===== src/rtl/mfp_pkg.sv =====
// Shared types, constants and helper functions for the mesh frame parser.
package mfp_pkg;

  localparam int PAYLOAD_MAX = 128;
  localparam int PATH_MAX    = 8;
  localparam int FIELD_BYTES = 20;
  localparam int HDR_BYTES   = FIELD_BYTES + 2 * PATH_MAX;
  localparam int POS_W       = 9;
  localparam int POS_SAT     = (1 << POS_W) - 1;
  localparam int SUM_W       = POS_W + 1;

  localparam logic [15:0] CRC_INIT = 16'hFFFF;
  localparam logic [15:0] CRC_POLY = 16'h1021;

  localparam int FIFO_DEPTH  = 8;
  localparam int FIFO_AW     = $clog2(FIFO_DEPTH);
  localparam int FIFO_CW     = FIFO_AW + 1;
  localparam int ADMIT_LIMIT = FIFO_DEPTH - 4;

  localparam logic [1:0] KIND_FIELD   = 2'd0;
  localparam logic [1:0] KIND_PATH    = 2'd1;
  localparam logic [1:0] KIND_PAYLOAD = 2'd2;
  localparam logic [1:0] KIND_VERDICT = 2'd3;

  localparam logic [2:0] VERDICT_OK        = 3'd0;
  localparam logic [2:0] VERDICT_SHORT_HDR = 3'd1;
  localparam logic [2:0] VERDICT_PLEN_BIG  = 3'd2;
  localparam logic [2:0] VERDICT_PATH_BIG  = 3'd3;
  localparam logic [2:0] VERDICT_SHORT_PAY = 3'd4;
  localparam logic [2:0] VERDICT_CRC_BAD   = 3'd5;

  typedef struct packed {
    logic [1:0]  kind;
    logic [7:0]  index;
    logic [31:0] value;
    logic [2:0]  verdict;
    logic        last;
  } result_t;

  typedef struct packed {
    logic    v0;
    logic    v1;
    result_t r0;
    result_t r1;
  } push_t;

  typedef struct packed {
    logic [7:0] idx;
    logic [1:0] lane;
    logic       first;
    logic       fin;
  } fld_info_t;

  // Header field layout by byte offset.
  function automatic fld_info_t fld_info(input logic [4:0] pos);
    fld_info_t f;
    f = '0;
    case (pos)
      5'd0:  f = '{idx: 8'd0,  lane: 2'd0, first: 1'b1, fin: 1'b0};
      5'd1:  f = '{idx: 8'd0,  lane: 2'd1, first: 1'b0, fin: 1'b0};
      5'd2:  f = '{idx: 8'd0,  lane: 2'd2, first: 1'b0, fin: 1'b0};
      5'd3:  f = '{idx: 8'd0,  lane: 2'd3, first: 1'b0, fin: 1'b1};
      5'd4:  f = '{idx: 8'd1,  lane: 2'd0, first: 1'b1, fin: 1'b0};
      5'd5:  f = '{idx: 8'd1,  lane: 2'd1, first: 1'b0, fin: 1'b1};
      5'd6:  f = '{idx: 8'd2,  lane: 2'd0, first: 1'b1, fin: 1'b0};
      5'd7:  f = '{idx: 8'd2,  lane: 2'd1, first: 1'b0, fin: 1'b1};
      5'd8:  f = '{idx: 8'd3,  lane: 2'd0, first: 1'b1, fin: 1'b0};
      5'd9:  f = '{idx: 8'd3,  lane: 2'd1, first: 1'b0, fin: 1'b1};
      5'd10: f = '{idx: 8'd4,  lane: 2'd0, first: 1'b1, fin: 1'b0};
      5'd11: f = '{idx: 8'd4,  lane: 2'd1, first: 1'b0, fin: 1'b1};
      5'd12: f = '{idx: 8'd5,  lane: 2'd0, first: 1'b1, fin: 1'b1};
      5'd13: f = '{idx: 8'd6,  lane: 2'd0, first: 1'b1, fin: 1'b1};
      5'd14: f = '{idx: 8'd7,  lane: 2'd0, first: 1'b1, fin: 1'b0};
      5'd15: f = '{idx: 8'd7,  lane: 2'd1, first: 1'b0, fin: 1'b1};
      5'd16: f = '{idx: 8'd8,  lane: 2'd0, first: 1'b1, fin: 1'b1};
      5'd17: f = '{idx: 8'd9,  lane: 2'd0, first: 1'b1, fin: 1'b1};
      5'd18: f = '{idx: 8'd10, lane: 2'd0, first: 1'b1, fin: 1'b1};
      5'd19: f = '{idx: 8'd11, lane: 2'd0, first: 1'b1, fin: 1'b1};
      default: f = '0;
    endcase
    return f;
  endfunction

  // CRC-16/CCITT-FALSE, one byte, MSB first.
  function automatic logic [15:0] crc_byte(input logic [15:0] c_in, input logic [7:0] b);
    logic [15:0] c;
    c = c_in ^ {b, 8'h00};
    for (int k = 0; k < 8; k++) begin
      if (c[15]) begin
        c = {c[14:0], 1'b0} ^ CRC_POLY;
      end else begin
        c = {c[14:0], 1'b0};
      end
    end
    return c;
  endfunction

endpackage


===== src/rtl/mesh_frame_parser_crc16_check_top.sv =====
// Top level of the mesh frame parser with CRC-16 check.
// An accepted byte's words pass the input register, then the output queue.
// Throughput: one byte per cycle; a frame-end byte adds a verdict result word, and the
// output queue (8 words) holds off input while queued words plus 2 for a byte in
// flight exceed 4.
// Reset: synchronous, active high; clears parse state, CRC to 0xFFFF and the queue.
// After a frame-end byte the parser returns to its reset state by itself.
module mesh_frame_parser_crc16_check_top
  import mfp_pkg::*;
(
  input  logic        clk,
  input  logic        rst,
  input  logic        byte_valid,
  output logic        byte_ready,
  input  logic [7:0]  data_byte,
  input  logic        frame_end,
  output logic        item_valid,
  input  logic        item_ready,
  output logic [1:0]  item_kind,
  output logic [7:0]  item_index,
  output logic [31:0] item_value,
  output logic [2:0]  verdict,
  output logic        last_item
);

  logic               busy;
  push_t              push;
  logic [FIFO_CW-1:0] count;
  logic [FIFO_CW-1:0] reserved;
  result_t            head;
  logic               accept;

  assign reserved   = count + (busy ? FIFO_CW'(2) : FIFO_CW'(0));
  assign byte_ready = (reserved <= FIFO_CW'(ADMIT_LIMIT));
  assign accept     = byte_valid & byte_ready;

  mfp_parse u_parse (
    .clk       (clk),
    .rst       (rst),
    .accept    (accept),
    .data_byte (data_byte),
    .frame_end (frame_end),
    .busy      (busy),
    .push      (push)
  );

  mfp_out_fifo u_fifo (
    .clk        (clk),
    .rst        (rst),
    .push       (push),
    .count      (count),
    .item_valid (item_valid),
    .item_ready (item_ready),
    .head       (head)
  );

  assign item_kind  = head.kind;
  assign item_index = head.index;
  assign item_value = head.value;
  assign verdict    = head.verdict;
  assign last_item  = head.last;

endmodule


===== src/rtl/mfp_parse.sv =====
// Frame byte decoder: input register, parse state, CRC and verdict logic.
module mfp_parse
  import mfp_pkg::*;
(
  input  logic       clk,
  input  logic       rst,
  input  logic       accept,
  input  logic [7:0] data_byte,
  input  logic       frame_end,
  output logic       busy,
  output push_t      push
);

  logic             s_valid;
  logic [7:0]       s_byte;
  logic             s_fend;

  logic [POS_W-1:0] pos, pos_next;
  logic [15:0]      crc, crc_next;
  logic [31:0]      acc, acc_next;
  logic [7:0]       plen_seen, plen_next;
  logic [7:0]       pcnt_seen, pcnt_next;
  logic [15:0]      rcrc, rcrc_next;

  logic [SUM_W-1:0] pos_ext, crc_end, len, r_full, pay_idx;
  logic [7:0]       plen_eff;
  fld_info_t        info;
  logic [31:0]      acc_base;
  logic [2:0]       vcode;
  result_t          item;
  logic             have_item;
  result_t          vitem;

  assign busy = s_valid;

  always_ff @(posedge clk) begin
    if (rst) begin
      s_valid <= 1'b0;
    end else begin
      s_valid <= accept;
    end
    if (accept) begin
      s_byte <= data_byte;
      s_fend <= frame_end;
    end
  end

  always_comb begin
    pos_ext   = {1'b0, pos};
    plen_eff  = (pos == POS_W'(FIELD_BYTES - 2)) ? s_byte : plen_seen;
    crc_end   = SUM_W'(HDR_BYTES) + {{(SUM_W-8){1'b0}}, plen_eff};
    len       = pos_ext + SUM_W'(1);
    r_full    = pos_ext - SUM_W'(FIELD_BYTES);
    pay_idx   = pos_ext - SUM_W'(HDR_BYTES);
    info      = fld_info(pos[4:0]);
    acc_base  = info.first ? 32'd0 : acc;

    pos_next  = pos;
    crc_next  = crc;
    acc_next  = acc;
    plen_next = plen_seen;
    pcnt_next = pcnt_seen;
    rcrc_next = rcrc;
    item      = '0;
    have_item = 1'b0;
    vitem     = '0;
    vcode     = VERDICT_OK;

    if (s_valid) begin
      if (pos < POS_W'(FIELD_BYTES)) begin
        acc_next = acc_base | ({24'd0, s_byte} << {info.lane, 3'b000});
        if (info.fin) begin
          have_item  = 1'b1;
          item.kind  = KIND_FIELD;
          item.index = info.idx;
          item.value = acc_next;
        end
        if (pos == POS_W'(FIELD_BYTES - 2)) begin
          plen_next = s_byte;
        end
        if (pos == POS_W'(FIELD_BYTES - 1)) begin
          pcnt_next = s_byte;
        end
      end else if (pos < POS_W'(HDR_BYTES)) begin
        if (!r_full[0]) begin
          acc_next = {24'd0, s_byte};
        end else begin
          acc_next   = acc | {16'd0, s_byte, 8'd0};
          have_item  = 1'b1;
          item.kind  = KIND_PATH;
          item.index = r_full[8:1];
          item.value = {16'd0, s_byte, acc[7:0]};
        end
      end else if (pos_ext < crc_end) begin
        if (plen_eff <= 8'(PAYLOAD_MAX)) begin
          have_item  = 1'b1;
          item.kind  = KIND_PAYLOAD;
          item.index = pay_idx[7:0];
          item.value = {24'd0, s_byte};
        end
      end else if (pos_ext == crc_end) begin
        rcrc_next[7:0] = s_byte;
      end else if (pos_ext == crc_end + SUM_W'(1)) begin
        rcrc_next[15:8] = s_byte;
      end

      if (pos_ext < crc_end) begin
        crc_next = crc_byte(crc, s_byte);
      end
      if (pos != POS_W'(POS_SAT)) begin
        pos_next = pos + POS_W'(1);
      end

      if (s_fend) begin
        if (len < SUM_W'(HDR_BYTES + 2)) begin
          vcode = VERDICT_SHORT_HDR;
        end else if (plen_eff > 8'(PAYLOAD_MAX)) begin
          vcode = VERDICT_PLEN_BIG;
        end else if (pcnt_next > 8'(PATH_MAX)) begin
          vcode = VERDICT_PATH_BIG;
        end else if (len < crc_end + SUM_W'(2)) begin
          vcode = VERDICT_SHORT_PAY;
        end else if (rcrc_next != crc_next) begin
          vcode = VERDICT_CRC_BAD;
        end else begin
          vcode = VERDICT_OK;
        end
        vitem.kind    = KIND_VERDICT;
        vitem.verdict = vcode;
        vitem.last    = 1'b1;
        pos_next  = '0;
        crc_next  = CRC_INIT;
        acc_next  = '0;
        plen_next = '0;
        pcnt_next = '0;
        rcrc_next = '0;
      end
    end

    push = '0;
    if (have_item) begin
      push.v0 = 1'b1;
      push.r0 = item;
      push.v1 = s_valid & s_fend;
      push.r1 = vitem;
    end else begin
      push.v0 = s_valid & s_fend;
      push.r0 = vitem;
    end
  end

  always_ff @(posedge clk) begin
    if (rst) begin
      pos       <= '0;
      crc       <= CRC_INIT;
      acc       <= '0;
      plen_seen <= '0;
      pcnt_seen <= '0;
      rcrc      <= '0;
    end else begin
      pos       <= pos_next;
      crc       <= crc_next;
      acc       <= acc_next;
      plen_seen <= plen_next;
      pcnt_seen <= pcnt_next;
      rcrc      <= rcrc_next;
    end
  end

endmodule


===== src/rtl/mfp_out_fifo.sv =====
// Result queue: up to two words written per cycle, one word read per cycle.
module mfp_out_fifo
  import mfp_pkg::*;
(
  input  logic               clk,
  input  logic               rst,
  input  push_t              push,
  output logic [FIFO_CW-1:0] count,
  output logic               item_valid,
  input  logic               item_ready,
  output result_t            head
);

  result_t            mem [FIFO_DEPTH];
  logic [FIFO_AW-1:0] wp, rp;
  logic               pop;
  logic [FIFO_CW-1:0] n_push;

  assign item_valid = (count != '0);
  assign head       = mem[rp];
  assign pop        = item_valid & item_ready;
  assign n_push     = FIFO_CW'(push.v0) + FIFO_CW'(push.v1);

  always_ff @(posedge clk) begin
    if (push.v0) begin
      mem[wp] <= push.r0;
    end
    if (push.v1) begin
      mem[wp + FIFO_AW'(1)] <= push.r1;
    end
    if (rst) begin
      wp    <= '0;
      rp    <= '0;
      count <= '0;
    end else begin
      wp    <= wp + n_push[FIFO_AW-1:0];
      if (pop) begin
        rp <= rp + FIFO_AW'(1);
      end
      count <= count + n_push - FIFO_CW'(pop);
    end
  end

endmodule


===== config.mk =====
export PLATFORM = sky130hd
export DESIGN_NAME = mesh_frame_parser_crc16_check_top
export DESIGN_NICKNAME = d
export VERILOG_FILES = /design/src/rtl/mfp_pkg.sv /design/src/rtl/mesh_frame_parser_crc16_check_top.sv /design/src/rtl/mfp_parse.sv /design/src/rtl/mfp_out_fifo.sv
export SDC_FILE = /design/constraint.sdc
export NUM_CORES = 1
export LEC_CHECK = 0
export BUFFER_PORTS_ARGS = -buffer_cell sky130_fd_sc_hd__buf_2
export CAP_MARGIN = 20
export CORE_MARGIN = 4
export CORE_UTILIZATION = 45
export DETAILED_ROUTE_END_ITERATION = 8
export GPL_TIMING_DRIVEN = 1
export HOLD_SLACK_MARGIN = 0.03
export PLACE_DENSITY_LB_ADDON = 0.08
export SYNTH_ARGS = -nofsm -noshare
export SYNTH_HDL_FRONTEND = slang
export SYNTH_SLANG_ARGS = --single-unit

===== constraint.sdc =====
create_clock -name clk -period 6.6 [get_ports clk]
set_input_delay 0.99 -clock clk [delete_from_list [all_inputs] [get_ports clk]]
set_output_delay 0.99 -clock clk [all_outputs]
set_load 0.02 [all_outputs]

# == Word-level counts from Yosys, hierarchy flattened ==
# Memory sizes are Yosys's and may differ from the RTL's. A register that Yosys moved wholly into a read port is not among the register bits.
# Cells that the tools add are included.
# totals
memories,2
reg_bits,109
out_inout_bits,48
ramBits,368
rom_bits,256
wordCells,148
# mem_list
memory,words,width,rd,rd_ports_with_merged_regs,write_ports,line,rtl
u_fifo.mem,8,46,1,1,2,mfp_out_fifo.sv:14,result_t mem [FIFO_DEPTH];
(no name shown),32,8,1,1,0,mfp_pkg.sv:58,case (pos)
# classes
n_shift,1
bitwise_logic,14
n_eq_ne,6
muxes,83
magnitude_cmp,9
reduce_logical,7
n_addsub,14
# op_table
op,n
$mux 16,22
$mux 42,5
$mux 32,5
$mux 13,8
$mux 46,2
$mux 8,10
$mux 41,1
$mux 40,1
$or 32x16->32,1
$or 32x32->32,1
$shl 8x5->32,1
$not 3->3,8
$mux 3,7
$eq 9x5->1 const B,2
$mux 9,2
$ne 16x16->1,1
$xor 16x16->16,1
$mux 1,13
$add 10x1->10 const B,1
$add 10x2->10 const B,1
$add 9x1->10 const B,1
$eq 9x10->1,1
$lt 10x10->1,1
$lt 10x6->1 const B,1
other kinds (27),37

# == Longest topological paths before layout ==
# logic_depth
depth_word,43
mapped_depth,34
mapped_depth_nobuf,29

# == By module ==
# Synthesis repeated with hierarchy kept, for this count alone.
# unflattened
cells_unflattened,2069
hier_area_um2,27197.3
# by_module_without_submodules
module,n_inst,area_per_inst_um2,cells_each,seq_area_each_um2
mfp_out_fifo,1,19183.4,1029,11310.8
mfp_parse,1,7956.4,1034,2232.1
mesh_frame_parser_crc16_check_top,1,57.6,6,0.0

# == Worst setup path before layout ==
# No wires, ideal clock.
# synth_path
path_type,register to register
from,register u_parse.pos[0]
to,register u_fifo.count[3]
required_time_ns,6.472
n_path_buf,5
period_less_slack_ns,6.631
arrival_time_ns,6.504
slack_ns,-0.031
setup_ns,0.128
stages_incl_launch_ff,35
cell_sequence,dfxtp_1 -> clkbuf_1 -> inv_1 -> ha_1 -> or3b_4 -> nor2_8 -> mux2i_1 -> inv_1 -> ha_1 -> nor2b_1 -> o211ai_1 -> nand2_1 -> inv_1 -> ha_1 -> and3_1 -> o21ai_0 -> nand2_1 -> maj3_2 -> a221o_1 -> buf_6 -> or3_1 -> buf_2 -> a31o_4 -> inv_2 -> buf_2 -> ha_1 -> clkbuf_1 -> inv_1 -> ha_1 -> inv_1 -> ha_1 -> a21o_1 -> a21oi_1 -> xnor2_1 -> nor2_1
# synth_via
elab_chain_len,12
elab_cells_between_ends,19
cone_classes,add/sub (5); order compare (4); eq/ne (1); mux (9)
# synth_rtl
element,line,rtl
start: declaration,mfp_parse.sv:18,"logic [POS_W-1:0] pos, pos_next;"
start signal: assignment,mfp_parse.sv:161,pos <= pos_next;
$eq 9x5->1,mfp_parse.sv:50,plen_eff = (pos == POS_W'(FIELD_BYTES - 2)) ? s_byte : plen_seen;
$mux 8,mfp_parse.sv:50,
$add 6x8->9 / $le 8x8->1 (equally long branches),"mfp_parse.sv:51, mfp_parse.sv:95",
$lt 9x9->1 / $mux 1 (equally long branches),"mfp_parse.sv:94, mfp_parse.sv:95",
$mux 1,mfp_parse.sv:94,end else if (pos_ext < crc_end) begin
$mux 1,mfp_parse.sv:84,end else if (pos < POS_W'(HDR_BYTES)) begin
$mux 1 *,mfp_parse.sv:70,if (pos < POS_W'(FIELD_BYTES)) begin
$mux 1 *,mfp_parse.sv:69,if (s_valid) begin
$mux 1,mfp_parse.sv:141,if (have_item) begin
$add 1x1->2 *,mfp_out_fifo.sv:22,assign n_push = FIFO_CW'(push.v0) + FIFO_CW'(push.v1);
$add 4x4->4 *,mfp_out_fifo.sv:40,count <= count + n_push - FIFO_CW'(pop);
$sub 4x1->4 *,mfp_out_fifo.sv:40,
end signal: assignment,mfp_out_fifo.sv:40,
end: declaration,mfp_out_fifo.sv:8,"output logic [FIFO_CW-1:0] count,"
# Every way passes the cells marked *; elsewhere a longest branch is shown, timed or not.
# A chain may end at the register's enable or synchronous reset.

==> reports/metrics.csv <==
metric,value,unit
total track usage,0.241,
Post-DP HPWL,41700,um
syn avg cell area,9.64,um^2
Seq pwr share,0.429,
Starting Density,0.454,
Worst EP arrival,6.57,ns
Die ar.,55400,um^2
type of origin of the critical path,register,
vias in the first global route,18000,
Placement Rows,83,
Crit Path Max Fanout,18,
status,"complete, no violations",
Max-slew headroom,0.309,
drt initial violations,1305,
syn_nets,2472,
crit path time final,6.18,ns
Die Width,235,um
Reg2Reg Depth,26,
core footprint,51300,um^2
layout cells sized above 1,0.194,
final wirelength,68500,um
Layout area overhead,11.6,%
Max Slew Vio Count,0,
Main synth FF type,dfxtp_1,
"Clk Latency, worst-skew pair",0.61,ns
Synth warnings,0,
Worst Skew,0.0226,ns
initial antenna violation count,0,
Comb power frac,0.174,
"Async S/R FF share, synth",0,
Hold Startpoint,u_fifo.mem[1][28],
Pint,5.36,mW
number of H-tree levels,2,
total CTS buffers,52,
Cells after Synth,2413,
crit path launch,u_parse.pos[0],
clock buffer depth,3,
most area-hungry cell type in the Yosys netlist,dfxtp_1,
Static Leak,9.11,nW
Synth area leaders,"dfxtp_1, mux4_2, nand3_1, edfxtp_1, o21ai_0",
wire per inst,22.2,um
Setup-failing EPs final,0,
Hold Crit Class,reg2reg,
post-route cell area,26000,um^2
Yosys cell types,74,
Vias,18400,
hold path depth,2,
CTS tree,done,
max cap viols,0,
IO Port Bufs,60,
Final Util,0.506,
critical path type,reg2reg,
Placement Cell Area,24100,um^2
first-pass GRT wire length,107000,um
fill cell count,4724,
Root Driver,clkbuf_16,
Final Hold Violating Endpoints,0,
1st-pass router iterations,6,
GRT overflow,0,
GP Congestion,0.902,
clk slew on worst S/H paths,0.06,ns
Cell Pwr Density,291,nW/um^2
Antenna Nets Post-Route,0,
number of flops mapped to enable cells by yosys,57,
DR DRC count,0,
Peak VDD IR,197,uV
# diodes,0,
Layout Nets,2425,
switching power share of the total,0.291,
fin crit share,0.937,
register area share after synthesis,0.444,
post-synthesis register bit count,488,
highest clock rate,0.162,GHz
Required @ worst endpoint,6.99,ns
Critical Path End Type,register,
CTS Sinks,488,
RSZ-0062 raised after global routing,no,
largest net degree at the start of global routing,81,
Clock power frac,0.396,
chip height,235,um
mapped cell area,23300,um^2
via-per-instance ratio,5.95,
Yosys top cell area share,0.371,
Worst Tran Pin Value,1.04,ns
Ports,61,
reg-to-reg critical path startpoint,u_parse.pos[0],
P_sw,2.20,mW
area by class of cell:
cell class              instances  area (um^2)  area share
multi-input cells            1663        12100       0.464
repair buffers                123          835      0.0321
inverters                      38          143     0.00549
well taps                     680          851      0.0328
clock buffers                  74         1420      0.0548
flip-flops and latches        488        10300       0.399
clock inverters                21          310      0.0120
sequential cells by signal, indices dropped and copies added (netlist names), 4 cells and up, named ones only:
| name | count |
|---|---|
| u_parse.s_byte | 8 |
| u_fifo.mem | 368 |
| u_parse.rcrc | 16 |
| u_parse.info | 8 |
| u_parse.crc | 16 |
| u_parse.pcnt_seen | 8 |
| u_parse.plen_seen | 8 |
| u_parse.acc | 32 |
| u_parse.pos | 9 |
| u_fifo.count | 4 |
per-stage QoR:
| stage | setup WS [ns] | hold slack (ns) | total power [mW] | setup TNS, ns | std cells |
|---|---|---|---|---|---|
| 2_1_floorplan | 0.0509 | 0.431 | 4.23 | 0 | 2413 |
| 3_3_place_gp | 0.162 | 0.441 | 4.61 | 0 | 2989 |
| 3_5_place_dp | -0.0672 | 0.448 | 4.63 | -0.0899 | 2989 |
| 4_1_cts | 0.106 | 0.456 | 7.62 | 0 | 3084 |
| 5_1_grt | 0.0103 | 0.475 | 7.88 | 0 | 3087 |
| 6_report | 0.418 | 0.456 | 7.56 | 0 | 3087 |
layout by cell type, fill, tap and decap left out, types with 6 or more instances in the layout:
cell type and instances:
a21oi_1 72, o21a_1 8, a21o_1 8, xnor2_1 50, o21ai_2 64, nand2_1 79, clkbuf_16 52, a221o_1 11
a221oi_1 17, or3_1 10, nor2_1 161, edfxtp_1 57, nand2_4 6, a22oi_1 37, o21ai_1 47, inv_1 37
nand3_1 357, clkinv_2 6, buf_2 60, nor3_1 35, clkbuf_1 18, bufinv_16 6, nor2b_1 17, o211ai_1 6
nor4_1 28, xor2_1 24, mux4_2 92, ha_1 42, nand4_1 8, o21ai_0 274, mux2_2 57, buf_4 58
nand2_8 10, and2_1 11, mux2i_1 39, dfxtp_1 427, a22o_1 9
worst paths after layout:
path / to / slack [ns]
worst min-delay path: u_fifo.mem[1][28] / 0.46
worst min register to register: u_fifo.mem[1][28] / 0.46
worst max-delay path: u_fifo.mem[7][1] / 0.42
worst max register to register: u_fifo.mem[7][1] / 0.42
cell families after synthesis:
kind of cell,Yosys count,share of synthesized area
AO/OA/AOI/OAI,586,0.155
XOR/XNOR,74,0.0279
adder cells (fa/ha/maj),47,0.0259
buffers and inverters,262,0.0453
flip-flops,488,0.444
multiplexers,193,0.136
other,1,0.000161
AND/OR/NAND/NOR,762,0.166
power groups by stage:
| stage | Combinational [mW] | Sequential, mW | Clock (mW) |
|---|---|---|---|
| 5_1_grt | 1.43 | 3.27 | 3.19 |
| 6_report | 1.32 | 3.25 | 3.00 |
| 4_1_cts | 1.32 | 3.25 | 3.06 |
| 3_3_place_gp | 1.30 | 3.31 | 0 |
| 3_5_place_dp | 1.31 | 3.31 | 0 |
| 2_1_floorplan | 1.05 | 3.18 | 0 |
synthesized netlist by cell type (17+ instances only):
cell / count
o21ai_2: 64
ha_1: 44
a22oi_1: 37
nor3_1: 36
o21ai_1: 47
buf_1: 19
clkbuf_1: 192
nor2_1: 162
a21oi_1: 72
xor2_1: 24
edfxtp_1: 57
mux2_2: 57
a221oi_1: 17
nor2b_1: 17
mux4_2: 92
dfxtp_1: 431
inv_1: 37
nand3_1: 363
nor4_1: 28
o21ai_0: 274
mux2i_1: 41
xnor2_1: 50
nand2_1: 89
timing repair:
item	CTS	global route
pin swaps	0	1
resized for setup	1	9
buffers inserted	0	1
hold buffers	0	0
setup endpoints to repair	5	232
critical path, cell delays in order, from the launching register on:
cell	delay, ns
dfxtp_1	0.31
inv_1	0.08
ha_1	0.16
or3b_4	0.42
nor2_8	0.21
mux2i_4	0.27
inv_1	0.08
ha_1	0.26
nor2b_1	0.15
o211ai_1	0.20
nand2_1	0.09
inv_1	0.08
ha_1	0.23
and3_1	0.16
o21ai_0	0.08
nand2_1	0.12
maj3_2	0.33
a221o_1	0.35
or3_4	0.44
a31o_4	0.34
inv_2	0.09
ha_2	0.22
inv_1	0.13
nor2_2	0.32
nand3_4	0.24
mux2_2	0.36
nor4_1	0.25
layer usage:
metal / up-vias / wire [um] / share of wire / GRT usage
li1: 8756 / - / - / -
met1: 8999 / 31200 / 0.46 / 0.338
met2: 504 / 32300 / 0.47 / 0.395
met3: 105 / 3420 / 0.050 / 0.0342
met4: 0 / 1590 / 0.023 / 0.0642
met5: - / 0 / 0 / 0
Power figures use the tool's default switching activity.
